[config.mk]
export PLATFORM = sky130hd
export DESIGN_NAME = cdp_front
export DESIGN_NICKNAME = d
export VERILOG_FILES = /design/src/design/cdp_pkg.sv /design/src/design/cdp_front.sv
export SDC_FILE = /design/constraint.sdc
export NUM_CORES = 2
export LEC_CHECK = 0
export BUFFER_PORTS_ARGS = -buffer_cell sky130_fd_sc_hd__buf_2
export CAP_MARGIN = 10
export CORE_MARGIN = 10
export CORE_UTILIZATION = 25
export DETAILED_ROUTE_END_ITERATION = 7
export SYNTH_ARGS = -nofsm -noshare
export SYNTH_HDL_FRONTEND = slang
export SYNTH_SLANG_ARGS = --single-unit
[constraint.sdc]
create_clock -name clk_i -period 10.1 [get_ports clk_i]
set_input_delay 0.505 -clock clk_i [delete_from_list [all_inputs] [get_ports clk_i]]
set_output_delay 0.505 -clock clk_i [all_outputs]
set_load 0.1 [all_outputs]
[src/design/cdp_pkg.sv]
// Shared constants and types for the periodic cross-distance block.
package cdp_pkg;

  // Fixed field widths
  localparam int PERIOD_BITS   = 23;
  localparam int DIST_BITS     = 52;
  localparam int APB_ADDR_BITS = 4;
  localparam int APB_DATA_BITS = 32;

  // Register indexes on the configuration port (byte address = 4 * index)
  typedef enum logic [1:0] {
    REG_PERIODIC = 2'd0,
    REG_SQUARED  = 2'd1,
    REG_PWIDTH   = 2'd2,
    REG_PHEIGHT  = 2'd3
  } reg_idx_e;

  // Configuration register set
  typedef struct packed {
    logic                   periodic;
    logic                   squared;
    logic [PERIOD_BITS-1:0] pwidth;
    logic [PERIOD_BITS-1:0] pheight;
  } cfg_t;

endpackage

[src/design/cdp_front.sv]
// Front pipeline: axis differences, wrap candidates, minimum magnitude, squares and sum.
module cdp_front #(
  parameter int COORD_BITS = 24
) (
  input  logic                         clk_i,
  input  logic                         rst_ni,
  input  cdp_pkg::cfg_t                cfg_i,
  input  logic                         valid_i,
  output logic                         ready_o,
  input  logic signed [COORD_BITS-1:0] from_x_i,
  input  logic signed [COORD_BITS-1:0] from_y_i,
  input  logic signed [COORD_BITS-1:0] to_x_i,
  input  logic signed [COORD_BITS-1:0] to_y_i,
  output logic                         valid_o,
  input  logic                         ready_i,
  output logic [2*(((COORD_BITS + 1 > cdp_pkg::PERIOD_BITS + 1) ? COORD_BITS + 1 :
                  cdp_pkg::PERIOD_BITS + 1) + 1):0] sum_o
);

  // Axis word: holds d, d - P and d + P without overflow
  localparam int AXIS_BITS = ((COORD_BITS + 1 > cdp_pkg::PERIOD_BITS + 1) ? COORD_BITS + 1 :
                              cdp_pkg::PERIOD_BITS + 1) + 1;
  localparam int SQ_BITS   = 2 * AXIS_BITS;
  localparam int SUM_BITS  = SQ_BITS + 1;
  localparam int NSTAGE    = 6;

  logic [NSTAGE-1:0] v_q;
  logic [NSTAGE:0]   rdy;
  logic [NSTAGE-1:0] ld;

  logic signed [COORD_BITS-1:0] from_c [2];
  logic signed [COORD_BITS-1:0] to_c   [2];
  logic        [AXIS_BITS-1:0]  per_c  [2];

  logic signed [AXIS_BITS-1:0] d_q    [2];
  logic signed [AXIS_BITS-1:0] cand_q [2][3];
  logic        [AXIS_BITS-1:0] mag_q  [2][3];
  logic        [AXIS_BITS-1:0] min_q  [2];
  logic        [SQ_BITS-1:0]   sq_q   [2];
  logic        [SUM_BITS-1:0]  sum_q;

  logic        [AXIS_BITS-1:0] mag_d  [2][3];
  logic        [AXIS_BITS-1:0] min_d  [2];
  logic        [AXIS_BITS-1:0] min01  [2];

  // Stage handshake: a stage takes new data when empty or when it drains
  always_comb begin
    rdy[NSTAGE] = ready_i;
    for (int k = NSTAGE - 1; k >= 0; k--) begin
      rdy[k] = !v_q[k] || rdy[k+1];
    end
    ld[0] = rdy[0] && valid_i;
    for (int k = 1; k < NSTAGE; k++) begin
      ld[k] = rdy[k] && v_q[k-1];
    end
  end

  assign ready_o = rdy[0];
  assign valid_o = v_q[NSTAGE-1];
  assign sum_o   = sum_q;

  always_ff @(posedge clk_i or negedge rst_ni) begin
    if (!rst_ni) begin
      v_q <= '0;
    end else begin
      if (rdy[0]) begin
        v_q[0] <= valid_i;
      end
      for (int k = 1; k < NSTAGE; k++) begin
        if (rdy[k]) begin
          v_q[k] <= v_q[k-1];
        end
      end
    end
  end

  // Lane inputs; a zero period makes all three candidates equal
  always_comb begin
    from_c[0] = from_x_i;
    from_c[1] = from_y_i;
    to_c[0]   = to_x_i;
    to_c[1]   = to_y_i;
    per_c[0]  = cfg_i.periodic ? AXIS_BITS'(cfg_i.pwidth)  : '0;
    per_c[1]  = cfg_i.periodic ? AXIS_BITS'(cfg_i.pheight) : '0;
  end

  // Magnitudes and the smallest candidate per axis
  always_comb begin
    for (int a = 0; a < 2; a++) begin
      for (int c = 0; c < 3; c++) begin
        mag_d[a][c] = cand_q[a][c][AXIS_BITS-1] ? (~$unsigned(cand_q[a][c]) + AXIS_BITS'(1))
                                                  : $unsigned(cand_q[a][c]);
      end
      min01[a] = (mag_q[a][1] < mag_q[a][0]) ? mag_q[a][1] : mag_q[a][0];
      min_d[a] = (mag_q[a][2] < min01[a]) ? mag_q[a][2] : min01[a];
    end
  end

  // Datapath registers, one stage per step
  always_ff @(posedge clk_i) begin
    for (int a = 0; a < 2; a++) begin
      if (ld[0]) begin
        d_q[a] <= AXIS_BITS'(to_c[a]) - AXIS_BITS'(from_c[a]);
      end
      if (ld[1]) begin
        cand_q[a][0] <= d_q[a];
        cand_q[a][1] <= d_q[a] - $signed(per_c[a]);
        cand_q[a][2] <= d_q[a] + $signed(per_c[a]);
      end
      if (ld[2]) begin
        mag_q[a] <= mag_d[a];
      end
      if (ld[3]) begin
        min_q[a] <= min_d[a];
      end
      if (ld[4]) begin
        sq_q[a] <= SQ_BITS'(min_q[a] * min_q[a]);
      end
    end
    if (ld[5]) begin
      sum_q <= SUM_BITS'(sq_q[0]) + SUM_BITS'(sq_q[1]);
    end
  end

endmodule

Yosys cells after proc, flatten, opt, wreduce, memory -nomap -nowiden. Memory sizes are Yosys's and may differ from the RTL's. Cells that the tools add are included.

Bits of input ports: 148. Output and inout bits: 55. Register bits after elaboration: 59. Memory bits (writable): 520. Logic and storage cells: 77. Memories: 5.

Memory list: cand_q (words 2, width 78, rd ports 2, clocked after Yosys merged registers in 0, write ports 2, RTL line cdp_front.sv:36) `logic signed [AXIS_BITS-1:0] cand_q [2][3];`; mag_q (words 2, width 78, rd ports 2, clocked after Yosys merged registers in 0, write ports 2, RTL line cdp_front.sv:37) `logic [AXIS_BITS-1:0] mag_q [2][3];`; sq_q (words 2, width 52, rd ports 2, clocked after Yosys merged registers in 0, write ports 2, RTL line cdp_front.sv:39) `logic [SQ_BITS-1:0] sq_q [2];`; d_q (words 2, width 26, rd ports 2, clocked after Yosys merged registers in 0, write ports 2, RTL line cdp_front.sv:35) `logic signed [AXIS_BITS-1:0] d_q [2];`; min_q (words 2, width 26, rd ports 2, clocked after Yosys merged registers in 0, write ports 2, RTL line cdp_front.sv:38) `logic [AXIS_BITS-1:0] min_q [2];`.

Muxes and demuxes: 22. Reduce and logical (&&, ||, !) cells: 18. Add/subtract/negate cells: 13. Order comparisons: 4. Bitwise operators: 6. Multipliers: 2.

Operator list (number): 2-to-1 mux 26 bit (10); adder 26 x 1 -> 26 bit (second input constant) (6); NOT 26 bit (6); less-than comparator 26 bit (4); multiplier 26 x 26 -> 52 bit (2); adder 52 x 52 -> 53 bit (1); adder 26 x 24 -> 26 bit (2); subtractor 26 x 24 -> 26 bit (2); subtractor 24 x 24 -> 25 bit (2); 2-to-1 mux 23 bit (2); 2-to-1 mux 1 bit (10); logical AND 1 bit (6); zero test 1 bit (6); logical OR 1 bit (6).

Logic depth before layout (Yosys ltp).
Word-level depth: 10. Depth in mapped cells: 29. Gate-level depth less buffers: 27.

Worst setup path after synthesis. OpenSTA, ideal clock, no wires.

Path type: register to register. Start: register v_q[5]. End: memory sq_q[0][0] in the netlist's numbering, enable pin. Slack: 0.911 ns. Arrival time: 8.471 ns. Setup time: 0.718 ns. Data required time: 9.382 ns. Stages on the path, launching flop included: 3. Period minus slack after synthesis: 9.189 ns. Cell sequence: dfrtp_1 -> nor2b_1 -> a21boi_0.

RTL lines: from (decl) (RTL line cdp_front.sv:27) `logic [NSTAGE-1:0] v_q;`; from (signal, indexed assignment) (RTL line cdp_front.sv:71) `v_q[k] <= v_q[k-1];`; to (decl) (RTL line cdp_front.sv:39).

==> results.yml <==
final_layout:
  layout_commonest_cell: "inv_1"
  final_cell_mix: "1675 x inv_1, 1032 x fa_1, 691 x ha_1"
  multi_input_area_um2: 47500
  drive_gt1_share_pct: 5.843
  n_fill_cell: 30110
  syn_to_final_growth_pct: 10.97
  seqCellArea_um2: 17060
  fin_nets: 9164
floorplan:
  die_h_um: 555.0
  die_x_um: 555.0
  io_pins: 203
  start_util_pct: 25.11
  core_um2: 285000
  die-area_um2: 308000
  rows: 196
flow_run:
  cap_violations: 0
detailed_routing:
  drt-vias-per-instance: 4.271
  dr_wl_met2_um: 77910
  post_drt_wl_per_cell_um: 14.80
  ant_nets: 0
  wl_met1_um: 75460
  drc: 0
  dr_total_vias: 47430
  dr_wl_met3_um: 7481
  dr.max_layer_used: "met5"
  dr.pass1.iters: 6
  drtIter0Drc: 2672
  finalWirelength_um: 164400
logic_synthesis:
  yosysUniqueCellTypes: 76
  ys.flop_type: "edfxtp_1"
  synthAdderAreaFrac_pct: 40.96
  synth_xor_area_share_pct: 4.995
  synthSimpleGateAreaFrac_pct: 10.47
  muxShareOfSynthArea_pct: 1.196
  ys_seq_area_share_pct: 23.84
  syn_avg_cell_area_um2: 10.01
  ys_seq_elements: 569
  synthesis.area_um2: 71540
  synth_top_family_by_area: "adder cells"
  yosysTopAreaCellShare_pct: 28.88
  postSynth.asyncResetShare_pct: 1.054
  yosys_warnings: 0
  synth_edf_count: 563
  synth_top_area_cell: "fa_1"
  syn_inst: 7150
  synthTopCellsByArea: "fa_1 29%, edfxtp_1 24%, ha_1 12%"
  synth_compound_area_share_pct: 8.681
clocking:
  cts-root-buf: "clkbuf_16"
  cts_tree: "built"
  cts_resized: 0
  htreeDepth: 3
  post_cts_buffers: 0
  ctsLongestPathBuffers: 3
  numCtsBuffers: 66
  clkSinkCount: 569
  clkTransAtPathRegs_ns: 0.07
  clk-insertion-delay-late_ns: 0.68
  ctsHoldBuffers: 2
placed_design:
  hpwl_um: 137400
  port_buffers: 201
  dpl_worst_slack_ns: 1.991
  gp_congestion: 0.8357
sta:
  tns_ns: 0
  slew_viol_final: 0
  rsz0062_at_grt: "false"
  worstMarginPinSlew_ns: 1.116
  hold_viol_final: 0
  fin_hold_ws_ns: 0.2086
  period_needed_ns: 8.124
  finClkSkew_ns: 0.06488
  fmax_mhz: 123.1
  setup_ws_ns: 1.976
  setup_violations: 0
  slew_headroom_pct: 25.58
  finalCritPeriodShare_pct: 80.44
setup_path:
  r2r_start: "min_q[0][46]"
  arrival_ns: 8.61
  startpoint: "min_q[0][46]"
  crit_path_max_fanout: 16
  startpoint_type: "flip-flop"
  critPathKind: "reg -> reg"
  end_kind: "flip-flop"
  worstPathRequired_ns: 10.58
grt:
  track_usage_pct: 10.71
  grt_pass1_vias: 50280
  grt_first_pass_wirelength_um: 269600
  gr-total-overflow: 0
  antenna_found_initial: 8
  grt_start_max_net_pins: 79
hold_path:
  hp-class: "in -> async"
status:
  status: "complete, no violations"
## per-layer routing
layer,GRT usage [%],up-vias
met5,0,-
met4,2.174,2
met3,1.450,154
met2,18.11,896
met1,14.65,23320
li1,-,23060
## flip-flops by register name, indices dropped and copies added (netlist names)
register  cells
mag_q       154
min_q        52
sq_q        102
sum_o        53
d_q          50
v_q           6
cand_q      152
## critical path, stage by stage (launching register included)
cell and delay, ns:
edfxtp_1 0.86, inv_1 0.37, nor2_1 0.28, fa_1 0.48, fa_1 0.54, inv_1 0.07, fa_1 0.51, fa_1 0.51
inv_1 0.05, fa_1 0.50, fa_1 0.50, inv_1 0.05, fa_1 0.47, inv_1 0.04, ha_1 0.36, a21o_1 0.21
a21o_1 0.16, a21oi_1 0.14, o21a_1 0.16, nor2_1 0.06, a211o_1 0.32, a41oi_1 0.59, nor3_1 0.18, o21ba_2 0.25
a211oi_1 0.27
## layout make-up
class	instances	area share [%]
repair buffers	275	1.973
inverters	1676	7.924
clock buffers	73	2.113
well taps	3762	5.929
diodes	2	0.006304
multi-input cells	4705	59.84
flip-flops and latches	569	21.48
clock inverters	44	0.7313
## Yosys cell counts (all sizes together) (81+ instances only)
cell type / count
nor2: 268
and2: 288
xor2: 90
inv: 1676
fa: 1032
xnor2: 318
mux2i: 81
o21ai: 196
edfxtp: 563
a21oi: 275
a21o: 150
ha: 691
clkbuf: 197
nand2: 553
## path summary, 6_finish.rpt
path | cells past startpoint | slack, ns | end
setup / recovery | 24 | 1.98 | sq_q[0][102]
min in group clk_i | 3 | 0.22 | d_q[0][0]
max in group asynchronous | 2 | 9.68 | v_q[5]
hold reg to reg | 0 | 0.50 | cand_q[1][74]
hold / removal | 2 | 0.21 | v_q[0]
setup reg to reg | 24 | 1.98 | sq_q[0][102]
## stage by stage
step                      cells  utilization, %  cell area (µm²)
after global placement    10990           27.06            77110
after floorplan            7151               -            71550
after CTS                 11100           27.86            79380
final                     11110           27.86            79390
after global routing      11100           27.86            79380
after detailed placement  10990           27.06            77110
## kinds of logic (layout without fill, tap and decap cells)
group,Yosys count,count (layout)
xor gates and xnor gates,408,408
adders and majority gates,1723,1723
muxes,85,85
DFF,569,569
AOI/OAI and AO/OA,957,957
other,1,4
and+or+nand+nor,1530,1530
buffers and inverters,1877,2068
Power is left out: the tool's default activity adds up to more than one toggle a clock period on the data nets, which glitch-free logic cannot reach.
