`src/design/cdp_root_cell.sv`:
```
// Square-root cell: settles one root bit per stage, passes the sum through in squared mode.
module cdp_root_cell #(
  parameter int SUM_BITS = 53,
  parameter int BIT_POS  = 52
) (
  input  logic                clk_i,
  input  logic                rst_ni,
  input  logic                squared_i,
  input  logic                valid_i,
  output logic                ready_o,
  input  logic [SUM_BITS-1:0] rem_i,
  input  logic [SUM_BITS-1:0] root_i,
  output logic                valid_o,
  input  logic                ready_i,
  output logic [SUM_BITS-1:0] rem_o,
  output logic [SUM_BITS-1:0] root_o
);

  localparam logic [SUM_BITS-1:0] BIT_VAL = SUM_BITS'(1) << BIT_POS;

  logic                v_q;
  logic [SUM_BITS-1:0] rem_q, rem_d;
  logic [SUM_BITS-1:0] root_q, root_d;
  logic [SUM_BITS-1:0] trial;
  logic                take;

  // Trial subtraction for this bit
  always_comb begin
    trial  = root_i + BIT_VAL;
    take   = rem_i >= trial;
    rem_d  = (take && !squared_i) ? rem_i - trial : rem_i;
    root_d = take ? (root_i >> 1) + BIT_VAL : root_i >> 1;
  end

  assign ready_o = !v_q || ready_i;
  assign valid_o = v_q;
  assign rem_o   = rem_q;
  assign root_o  = root_q;

  always_ff @(posedge clk_i or negedge rst_ni) begin
    if (!rst_ni) begin
      v_q <= 1'b0;
    end else if (ready_o) begin
      v_q <= valid_i;
    end
  end

  always_ff @(posedge clk_i) begin
    if (ready_o && valid_i) begin
      rem_q  <= rem_d;
      root_q <= root_d;
    end
  end

endmodule

```
`config.mk`:
```
export PLATFORM = sky130hd
export DESIGN_NAME = cdp_root_cell
export DESIGN_NICKNAME = d
export VERILOG_FILES = /design/src/design/cdp_root_cell.sv
export SDC_FILE = /design/constraint.sdc
export NUM_CORES = 1
export LEC_CHECK = 0
export ABC_AREA = 0
export BUFFER_PORTS_ARGS = -buffer_cell sky130_fd_sc_hd__buf_4
export CAP_MARGIN = 20
export CORE_ASPECT_RATIO = 0.6
export CORE_UTILIZATION = 25
export CTS_CLUSTER_DIAMETER = 40
export DETAILED_ROUTE_END_ITERATION = 8
export GPL_ROUTABILITY_DRIVEN = 0
export HOLD_SLACK_MARGIN = 0.1
export SLEW_MARGIN = 20
export SYNTH_ARGS = -nofsm -noshare
export SYNTH_HDL_FRONTEND = slang
export SYNTH_SLANG_ARGS = --single-unit
```
`constraint.sdc`:
```
create_clock -name clk_i -period 3.3 [get_ports clk_i]
set_input_delay 0.66 -clock clk_i [delete_from_list [all_inputs] [get_ports clk_i]]
set_output_delay 0.66 -clock clk_i [all_outputs]
set_load 0.02 [all_outputs]
```
* Yosys cells after proc, flatten, opt, wreduce, memory -nomap -nowiden
Index checks and enable logic that the tools add are counted.
** Word-level totals
- Register bits :: 107
- Latch bits :: 0
- Bits in writable memories :: 0
- Bits in read-only memories :: 0
- Memories kept :: 0
** Cells by class
- Add/subtract/negate cells :: 3
- Multiply operators :: 0
- Div/mod/pow operators :: 0
- $lt $le $gt $ge :: 1
- Equal/unequal tests :: 0
- Shift operators :: 0
- Multiplexer cells :: 2
- Bitwise operators :: 0
- Reduce and logical (&&, ||, !) cells :: 5
** Operators with widths (count)
- $add 52x53->53 const B :: 1
- $add 53x53->53 const B :: 1
- $ge 53x53->1 :: 1
- $mux 53 :: 1
- $sub 53x53->53 :: 1
- $mux 52 :: 1
- $logic_and 1x1->1 :: 2
- $logic_not 1->1 :: 2
- $logic_or 1x1->1 :: 1

* Longest topological paths before layout
Gate-level depths: netlist of the first run.
- Depth after elaboration :: 4
- Mapped depth :: 14
- Depth with buffers taken out :: 12

* Worst setup path before layout of the first run
Ideal clock, no wire load.
- Kind :: in2reg
- Start point :: in ready_i
- End point :: reg rem_q[0] (netlist: rem_o[0]), enable pin
- Setup time :: 0.477 ns
- Arrival :: 3.409 ns
- Required time :: 2.823 ns
- Setup slack :: -0.586 ns
- Stages :: 2
- Buffers on the path :: 0
- Cell sequence :: nand2b_1 -> and2_1
** Between the ends
- Cells in the longest elaborated chain, start to end :: 2
** RTL lines
- from (decl) :: RTL line 14 : input logic ready_i,
- $logic_or 1x1->1 :: RTL line 35 : assign ready_o = !v_q || ready_i;
- $logic_and 1x1->1 :: RTL line 49 : if (ready_o && valid_i) begin
- to (signal assigned) :: RTL line 50 : rem_q <= rem_d;
- to (decl) :: RTL line 22 : logic [SUM_BITS-1:0] rem_q, rem_d;
No other way between the ends.
A chain may end at the register's enable or synchronous reset.

* Worst setup path after layout of the first run
- Start point :: in root_i[6]
- End point :: reg rem_q[34] (netlist: rem_o[34]) (data pin)
** Between the ends
- Cells in the longest elaborated chain, start to end :: 4
- Elaborated cells on any way between the ends :: 5
- Those cells by class :: add/sub (2); order compare (1); mux (1); reduce/logical (1)
** RTL lines
- from (decl) :: RTL line 12 : input logic [SUM_BITS-1:0] root_i,
- $add 53x53->53 (*) :: RTL line 29 : trial = root_i + BIT_VAL;
- $ge 53x53->1 :: RTL line 30 : take = rem_i >= trial;
- $logic_and 1x1->1 :: RTL line 31 : rem_d = (take && !squared_i) ? rem_i - trial : rem_i;
- $mux 53 (*) :: RTL line 31
- net rem_d[34] :: RTL line 22
Mark *: on every way through the listed nets, which the timed path passes. The rest lies on a longest branch.

==> flow_metrics.env, run 1 <==
export IMPL_synth_distinct_cells=63
export IMPL_die_area_um2=30200
export IMPL_dpl_hpwl_mm=21.1
export IMPL_area_growth_pct=47.0
export IMPL_crit_chain="buf_4 -> inv_1 -> ha_1 -> a21oi_1 -> o21ai_0 -> a22oi_1 -> buf_4 -> a21oi_1 -> nand4b_1 -> a32oi_4 -> buf_12 -> buf_4 -> o21ai_0"
export IMPL_grt_overflow=0
export IMPL_reg2reg_to="rem_o[46]"
export IMPL_holdPathStages=1
export IMPL_crit_type="in -> reg"
export IMPL_worstPathArrival_ps=3290
export IMPL_slew_limit_headroom=0.506
export IMPL_synth_seq_cells=107
export IMPL_clkTransAtPathRegs_ps=80
export IMPL_die_w_um=224
export IMPL_crit_top_cell="buf_4"
export IMPL_fin_crit_ps=3200
export IMPL_yosys_area_top_type="edfxtp_1"
export IMPL_min_to="root_o[23]"
export IMPL_synthFlopType="edfxtp_1"
export IMPL_drc=0
export IMPL_cts_tree="built"
export IMPL_clk_path_buf_depth=2
export IMPL_synthesis_area_um2=7380
export IMPL_fin_worst_skew_ps=10.1
export IMPL_ant_nets=0
export IMPL_placementRows=48
export IMPL_finalPower_mw=4.43
export IMPL_drt_iter0_markers=583
export IMPL_io_pins=219
export IMPL_r2r_worst_path_cells=3
export IMPL_core_um2=28900
export IMPL_cts_sinks=107
export IMPL_cp_start_kind="input pin"
export IMPL_netlist_top_cells_count="edfxtp_1, nand2_1, o21ai_0"
export IMPL_syn_area_per_cell_um2=9.41
export IMPL_routedWlPerCell_um=17.1
export IMPL_worstPathRequired_ps=3390
export IMPL_leakagePower_nw=5.04
export IMPL_critPathCaptureType="register"
export IMPL_grt_pass1_vias=6864
export IMPL_worst_slew_pin_slew_ps=731
export IMPL_finalCritPeriodShare=0.969
export IMPL_worst_path_max_fanout=21
export IMPL_post_cts_buffers=0
export IMPL_gr_usage_all_layers=0.173
export IMPL_grt_setup_unrepaired="yes"
export IMPL_clock_latency_ps=390
export IMPL_dr_pass1_iters=5
export IMPL_htreeDepth=3
export IMPL_syn_num_nets=949
export IMPL_synthArstFlopShare=0.00935
export IMPL_slew_violations=0
export IMPL_ys_top_cells_by_area="edfxtp_1, ha_1, o21ai_0"
export IMPL_outcome="finished, final reports clean"
export IMPL_syn_inst=784
export IMPL_die_h_um=135
export IMPL_p_per_area_nw_per_um2=408
export IMPL_rr_startpoint="valid_o"
export IMPL_antenna_found_initial=0
export IMPL_postRouteWirelength_mm=26.0
export IMPL_antenna_cells=0
export IMPL_r2r_slack_ps=1660
export IMPL_min_delay_start="root_i[24]"
export IMPL_setup_violations=0
export IMPL_ys_seq_area_frac=0.435
export IMPL_max_stage_delay_ps=420
export IMPL_synth_edff_count=106
export IMPL_io_buffers=218
export IMPL_hold_viol_final=0
export IMPL_slowest_stage="a32oi_4"
export IMPL_via_per_inst=4.67
export IMPL_grt_pass1_wl_mm=39.2
export IMPL_vdd_drop_max_mv=0.279
export IMPL_initial_core_util=0.255
export IMPL_nets=1280
export IMPL_fin_util=0.375
export IMPL_drive_gt1_frac=0.358
export IMPL_min_path_type="in -> reg"
export IMPL_fmax_mhz=313
export IMPL_yosysMostFrequentCell="edfxtp_1"
export IMPL_grt_start_max_net_pins=107
export IMPL_yosys_area_top_type_share=0.431
export IMPL_dr_total_vias=7101
export IMPL_root_buffer="clkbuf_16"
export IMPL_yosys_warnings=0
export IMPL_numCtsBuffers=9
export IMPL_drv_cap=0
[state kept, by name (all words and copies together) (netlist names)]
signal and flops:
rem_o 53, valid_o 1, root_o 53
[metrics by stage]
step,cells,setup TNS [ps],setup WS (ps),area [um2],hold WS [ps]
finish,1520,0,104,10800,452
global route,1520,-3.92,-3.92,10800,431
CTS,1520,0,59.7,10800,425
detailed placement,1503,-8690,-357,10500,437
global placement,1503,-6060,-277,10500,435
floorplan,784,0,150,7380,364
[critical path: cells and delay by family]
family | cells | cell delay (ps)
compound gates | 6 | 1320
buf+inv | 5 | 710
fa+ha+maj | 1 | 310
simple gates | 1 | 290
[repair_timing]
action	CTS	global route
resized for setup	0	10
hold buffers	1	0
endpoints found under the setup margin	0	10
endpoints found under the hold margin	1	0
[layer usage]
metal	part of all wire	GRT usage	up-vias
met2	0.38	0.225	270
met4	0.010	0.0377	0
met1	0.53	0.267	3319
met5	0	0	-
li1	-	-	3495
met3	0.084	0.0585	17
[kinds of logic after synthesis]
group           after synthesis  share of synthesized area
buf+inv                     120                     0.0667
xor+xnor                     46                     0.0546
flops                       107                      0.435
compound gates              237                      0.204
mux                           4                    0.00594
fa+ha+maj                    54                     0.0926
simple gates                216                      0.141
[report_power, final]
| part | internal, mW | leakage [nW] | total (mW) | switching [mW] |
|---|---|---|---|---|
| clock network | 0.737 | 0.164 | 1.27 | 0.532 |
| logic | 0.693 | 3.85 | 1.52 | 0.823 |
| registers | 1.62 | 1.02 | 1.64 | 0.0259 |
[placed cells by master (no fill, tap or decap), types with 4 or more instances in the layout]
| master | instances |
|---|---|
| a21o_1 | 38 |
| xnor2_1 | 26 |
| ha_1 | 53 |
| o31ai_1 | 6 |
| o21ai_0 | 76 |
| buf_4 | 363 |
| clkbuf_16 | 9 |
| nand3_1 | 15 |
| or3_1 | 4 |
| nand4_1 | 27 |
| o21a_1 | 7 |
| nand2b_1 | 7 |
| edfxtp_1 | 106 |
| o21bai_1 | 7 |
| inv_1 | 73 |
| nor3_1 | 9 |
| and2_1 | 5 |
| a211oi_2 | 4 |
| a21oi_2 | 4 |
| a21oi_1 | 53 |
| a211oi_1 | 5 |
| nor2_1 | 34 |
| nor4_1 | 5 |
| xor2_1 | 20 |
| nand2_1 | 92 |
[worst max path at each step]
stage          cells after the start         to       start  slack, ps
2_1_floorplan                     12  rem_o[24]  root_i[41]        150
3_3_place_gp                      13  rem_o[40]   root_i[9]       -280
3_5_place_dp                      13  rem_o[50]    rem_i[0]       -360
4_1_cts                           13  rem_o[50]    rem_i[0]         60
5_1_grt                           13  rem_o[40]   root_i[9]         -4
6_report                          13  rem_o[34]   root_i[6]        100
[layout make-up]
class                   count  area [um2]
multi-input cells         557        3730
inverters                  73         274
flip-flops and latches    107        3210
fillers                  2949       18000
clock inverters             6         104
repair buffers            367        2800
clock buffers              10         229
well taps                 400         500
(Power assumes the default switching activity.)
==> run 2, diff against run 1 <==
CORE_UTILIZATION = 40   (was 25)
CTS_BUF_LIST = sky130_fd_sc_hd__clkbuf_8   (was not set)
PLACE_DENSITY = 0.67   (was not set)
==> run 2 against run 1 <==
- via count down 2.4%
- clock power down 31%
- power down 10%
- critical path type unchanged
- critical endpoint is now rem_o[40]
- largest cell class unchanged
==> flow_metrics.env, run 2 (synthesized netlist as in run 1, its figures left out) <==
export IMPL_outcome="finished, final reports clean"
export IMPL_io_buffers=218
export IMPL_cts_sinks=107
export IMPL_cts_tree="built"
export IMPL_min_path_type="in -> reg"
export IMPL_core_um2=18100
export IMPL_place_area_um2=10200
export IMPL_min_to="root_o[15]"
export IMPL_ant_nets=0
export IMPL_finalPower_mw=3.99
export IMPL_io_pins=219
export IMPL_comb_power_share=0.367
export IMPL_crit_chain="buf_4 -> ha_1 -> a21oi_1 -> o21ai_0 -> a211oi_1 -> nor3_1 -> o31ai_1 -> buf_4 -> a211oi_1 -> buf_4 -> a21boi_0 -> xor2_1 -> o21ai_0"
export IMPL_drv_cap=0
export IMPL_grt_pass1_vias=6454
export IMPL_place_ws_ps=-449
export IMPL_critical_path_depth=13
export IMPL_grt_pass1_wl_mm=34.7
export IMPL_leakagePower_nw=4.92
export IMPL_dr_total_vias=6932
export IMPL_holdPathStages=1
export IMPL_root_buffer="clkbuf_8"
export IMPL_worst_path_max_fanout=7
export IMPL_die_area_um2=19000
export IMPL_crit_type="in -> reg"
export IMPL_critPathCaptureType="register"
export IMPL_die_w_um=177
export IMPL_htreeDepth=3
export IMPL_gr_usage_all_layers=0.237
export IMPL_fin_worst_skew_ps=9.30
export IMPL_post_cts_buffers=0
export IMPL_nets=1267
export IMPL_die_h_um=107
export IMPL_slew_violations=0
export IMPL_critPathBufInv=3
export IMPL_drive_gt1_frac=0.348
export IMPL_layout_cells_most_common="buf_4"
export IMPL_initial_core_util=0.408
export IMPL_reg2reg_to="root_o[44]"
export IMPL_slowest_stage="ha_1"
export IMPL_drc=0
export IMPL_area_growth_pct=41.1
export IMPL_antenna_cells=0
export IMPL_routedWlPerCell_um=16.6
export IMPL_placementRows=38
export IMPL_setup_ws_ps=205
export IMPL_fillers=1628
export IMPL_p_int_mw=2.65
export IMPL_r2r_worst_path_cells=3
export IMPL_p_per_area_nw_per_um2=383
export IMPL_p_sw_mw=1.33
export IMPL_numCtsBuffers=9
export IMPL_max_stage_delay_ps=390
export IMPL_multiInputGateArea_um2=3720
export IMPL_antenna_found_initial=0
export IMPL_final_cell_area_um2=10400
export IMPL_cp_start_kind="input pin"
export IMPL_via_per_inst=5.15
export IMPL_rr_startpoint="valid_o"
export IMPL_grt_overflow=0
export IMPL_grt_setup_unrepaired="no"
export IMPL_hold_viol_final=0
export IMPL_min_delay_start="root_i[16]"
export IMPL_dpl_hpwl_mm=18.1
export IMPL_setup_violations=0
export IMPL_clkTransAtPathRegs_ps=120
export IMPL_slew_limit_headroom=0.612
export IMPL_pwr_share_seq=0.412
export IMPL_drt_iter0_markers=544
export IMPL_fin_crit_ps=3090
export IMPL_critPathTopFamily="compound AO/OA/AOI/OAI gates"
export IMPL_fin_util=0.576
export IMPL_finalCritPeriodShare=0.938
export IMPL_vdd_drop_max_mv=0.198
export IMPL_crit_top_cell="buf_4"
export IMPL_postRouteWirelength_mm=22.4
export IMPL_fin_hold_ws_ps=449
export IMPL_fmax_mhz=323
export IMPL_regArea_um2=3210
export IMPL_worst_slew_pin_slew_ps=582
export IMPL_r2r_slack_ps=1770
export IMPL_dr_pass1_iters=6
export IMPL_grt_start_max_net_pins=107
export IMPL_clkPwrFrac=0.221
export IMPL_swShare=0.335
export IMPL_clk_path_buf_depth=2
export IMPL_worstPathRequired_ps=3430
export IMPL_layout_common_cells="buf_4, edfxtp_1, nand2_1, o21ai_0, inv_1"
export IMPL_worstPathArrival_ps=3220
export IMPL_clock_latency_ps=380
[run 2: layout make-up]
class,instances,share of cell area
Inverter,73,0.0263
Multi-Input combinational cell,557,0.357
Clock inverter,7,0.00721
Timing Repair Buffer,354,0.260
Sequential cell,107,0.308
Clock buffer,9,0.0119
Tap cell,240,0.0288
[run 2: routing by layer]
| metal | global-route usage | wire length [um] | up-vias |
|---|---|---|---|
| li1 | - | - | 3475 |
| met2 | 0.312 | 8280 | 319 |
| met1 | 0.383 | 11800 | 3131 |
| met4 | 0.0287 | 74 | 0 |
| met3 | 0.0642 | 2300 | 7 |
| met5 | 0 | 0 | - |
[run 2: worst max path at each step]
stage	from	to	slack [ps]
detailed placement	rem_i[0]	rem_o[50]	-450
finish	rem_i[9]	rem_o[40]	210
global route	root_i[9]	rem_o[40]	30
floorplan	root_i[41]	rem_o[24]	150
CTS	rem_i[0]	rem_o[50]	40
global placement	rem_i[0]	rem_o[50]	-430
[run 2: stage by stage]
step                cells  setup TNS (ps)
CTS                  1347               0
global placement     1330           -3280
detailed placement   1330           -4300
global route         1347               0
floorplan             784               0
finish               1347               0
[run 2: power by group through the flow]
stage / sequential (mW) / clock, mW / combinational [mW]
after global placement: 1.67 / 0 / 1.43
after global routing: 1.65 / 0.960 / 1.59
after floorplan: 1.79 / 0 / 0.664
after detailed placement: 1.67 / 0 / 1.44
final: 1.64 / 0.881 / 1.46
after CTS: 1.65 / 0.909 / 1.44
[run 2: timing repair]
action	CTS	global route
pin swaps	0	0
hold buffers	1	0
hold endpoints to repair	1	0
setup endpoints to repair	1	6
resized for setup	1	8
==> run 3, diff against run 2 <==
ABC_AREA = not set   (was 0)
CELL_PAD_IN_SITES_DETAIL_PLACEMENT = 1   (was not set)
CELL_PAD_IN_SITES_GLOBAL_PLACEMENT = 1   (was not set)
CORE_UTILIZATION = 36   (was 40)
PLACE_DENSITY = not set   (was 0.67)
PLACE_DENSITY_LB_ADDON = 0.1   (was not set)
==> run 3 against run 2 <==
- wire length rose by 16%
- final area grew 2.4%
- die area grew 11%
- cell count is 4.7% higher
- non-clock buffer count is 31 higher
- combinational power grew 6%
- via count is 4.9% higher
- sequential cell count unchanged
- largest power group unchanged
==> flow_metrics.env, run 3 (synthesized netlist as in run 1, its figures left out) <==
export IMPL_clk_path_buf_depth=2
export IMPL_p_int_mw=2.67
export IMPL_place_ws_ps=-545
export IMPL_die_area_um2=21100
export IMPL_slew_limit_headroom=0.610
export IMPL_outcome="finished, final reports clean"
export IMPL_cp_start_kind="input pin"
export IMPL_min_delay_start="root_i[16]"
export IMPL_io_pins=219
export IMPL_worstPathRequired_ps=3460
export IMPL_rr_startpoint="valid_o"
export IMPL_routedWlPerCell_um=18.5
export IMPL_drive_gt1_frac=0.363
export IMPL_htreeDepth=3
export IMPL_setup_ws_ps=154
export IMPL_slew_violations=0
export IMPL_fin_tns_setup_ps=0
export IMPL_clkPwrFrac=0.207
export IMPL_leakagePower_nw=5.06
export IMPL_drc=0
export IMPL_crit_top_cell="a211oi_1"
export IMPL_final_cell_area_um2=10700
export IMPL_fin_crit_ps=3150
export IMPL_crit_chain="buf_4 -> inv_1 -> ha_1 -> fa_1 -> nand2b_1 -> a21o_1 -> a211oi_1 -> a21oi_2 -> a211oi_1 -> nor2_1 -> a2111oi_2 -> or4_1 -> nand3_1"
export IMPL_critPathBufInv=2
export IMPL_grt_setup_unrepaired="no"
export IMPL_place_area_um2=10400
export IMPL_drv_cap=0
export IMPL_vdd_drop_max_mv=0.226
export IMPL_worst_path_max_fanout=3
export IMPL_core_um2=20000
export IMPL_setup_violations=0
export IMPL_via_per_inst=5.16
export IMPL_finalPower_mw=4.03
export IMPL_gr_usage_all_layers=0.251
export IMPL_clkTransAtPathRegs_ps=120
export IMPL_r2r_slack_ps=1610
export IMPL_die_w_um=187
export IMPL_root_buffer="clkbuf_8"
export IMPL_grt_pass1_vias=7383
export IMPL_grt_pass1_wl_mm=41.2
export IMPL_min_path_type="in -> reg"
export IMPL_worst_slew_pin_slew_ps=586
export IMPL_critPathCaptureType="register"
export IMPL_cts_sinks=107
export IMPL_finalCritPeriodShare=0.953
export IMPL_critPathTopFamily="compound AO/OA/AOI/OAI gates"
export IMPL_max_stage_delay_ps=400
export IMPL_r2r_worst_path_cells=3
export IMPL_area_growth_pct=44.5
export IMPL_fin_worst_skew_ps=17.8
export IMPL_clock_latency_ps=420
export IMPL_drt_iter0_markers=411
export IMPL_ant_nets=0
export IMPL_fin_hold_ws_ps=415
export IMPL_reg2reg_to="rem_o[28]"
export IMPL_numCtsBuffers=9
export IMPL_layout_cells_most_common="buf_4"
export IMPL_io_buffers=218
export IMPL_comb_power_share=0.385
export IMPL_slowest_stage="fa_1"
export IMPL_initial_core_util=0.368
export IMPL_holdPathStages=1
export IMPL_worstPathArrival_ps=3310
export IMPL_min_to="root_o[15]"
export IMPL_fmax_mhz=318
export IMPL_stdcell_count=1410
export IMPL_hold_viol_final=0
export IMPL_nets=1298
export IMPL_antenna_cells=0
export IMPL_postRouteWirelength_mm=26.0
export IMPL_grt_start_max_net_pins=41
export IMPL_placementRows=40
export IMPL_swShare=0.338
export IMPL_p_sw_mw=1.36
export IMPL_dr_pass1_iters=4
export IMPL_dr_total_vias=7274
export IMPL_fin_util=0.533
export IMPL_crit_type="in -> reg"
export IMPL_pwr_share_seq=0.408
export IMPL_post_cts_buffers=0
export IMPL_p_per_area_nw_per_um2=378
export IMPL_grt_overflow=0
export IMPL_dpl_hpwl_mm=21.5
export IMPL_layout_common_cells="buf_4, edfxtp_1, nand2_1, o21ai_0, inv_1"
export IMPL_dp_cells=1394
export IMPL_cts_tree="built"
export IMPL_die_h_um=113
export IMPL_antenna_found_initial=0
## run 3: changes by cell type in the layout (fill, tap and decap cells not counted), moves of 2 or more
cell / change
buf_4: +31
o21ai_0: +2
a211oi_1: +4
a211oi_2: -4
o21ai_1: -2
## run 3: metal layers
| metal | vias to the layer above | wire length [um] | global-route usage |
|---|---|---|---|
| li1 | 3532 | - | - |
| met3 | 20 | 1670 | 0.0568 |
| met2 | 224 | 10000 | 0.338 |
| met1 | 3498 | 14100 | 0.400 |
| met5 | - | 0 | 0 |
| met4 | 0 | 270 | 0.0530 |
## run 3: timing repair
action / CTS / global route
pin swaps: 0 / 0
gates resized for setup: 1 / 4
hold buffers: 1 / 0
gates cloned: 0 / 0
hold endpoints to repair: 1 / 0
setup endpoints to repair: 1 / 4
## run 3: area by class of cell
| cell class | instances | area, um2 |
|---|---|---|
| timing repair buffer | 385 | 2940 |
| clock buffer | 9 | 124 |
| fill | 2399 | 9360 |
| tap | 273 | 342 |
| multi-input combinational | 557 | 3710 |
| clock inverter | 6 | 58.8 |
| sequential | 107 | 3210 |
| inverter | 73 | 274 |
## run 3: worst max path at each step
| stage | from | slack, ps | end | cells past startpoint |
|---|---|---|---|---|
| 2_1_floorplan | root_i[41] | 150 | rem_o[24] | 12 |
| 3_3_place_gp | rem_i[0] | -480 | rem_o[50] | 13 |
| 3_5_place_dp | rem_i[0] | -550 | rem_o[50] | 13 |
| 4_1_cts | rem_i[0] | 10 | rem_o[50] | 13 |
| 5_1_grt | rem_i[0] | 20 | rem_o[44] | 14 |
| 6_report | rem_i[0] | 150 | rem_o[50] | 13 |
## run 3: worst reg2reg max path, cell delays in order, from the launching register on
cell and delay [ps]:
dfrtp_1 400, nand2b_1 120, and2_4 530, buf_12 320
## run 3: power groups by stage
stage / sequential, mW / combinational, mW / clock (mW)
global placement: 1.67 / 1.50 / 0
finish: 1.64 / 1.55 / 0.835
floorplan: 1.79 / 0.664 / 0
global route: 1.65 / 1.68 / 0.905
CTS: 1.64 / 1.54 / 0.869
detailed placement: 1.67 / 1.53 / 0
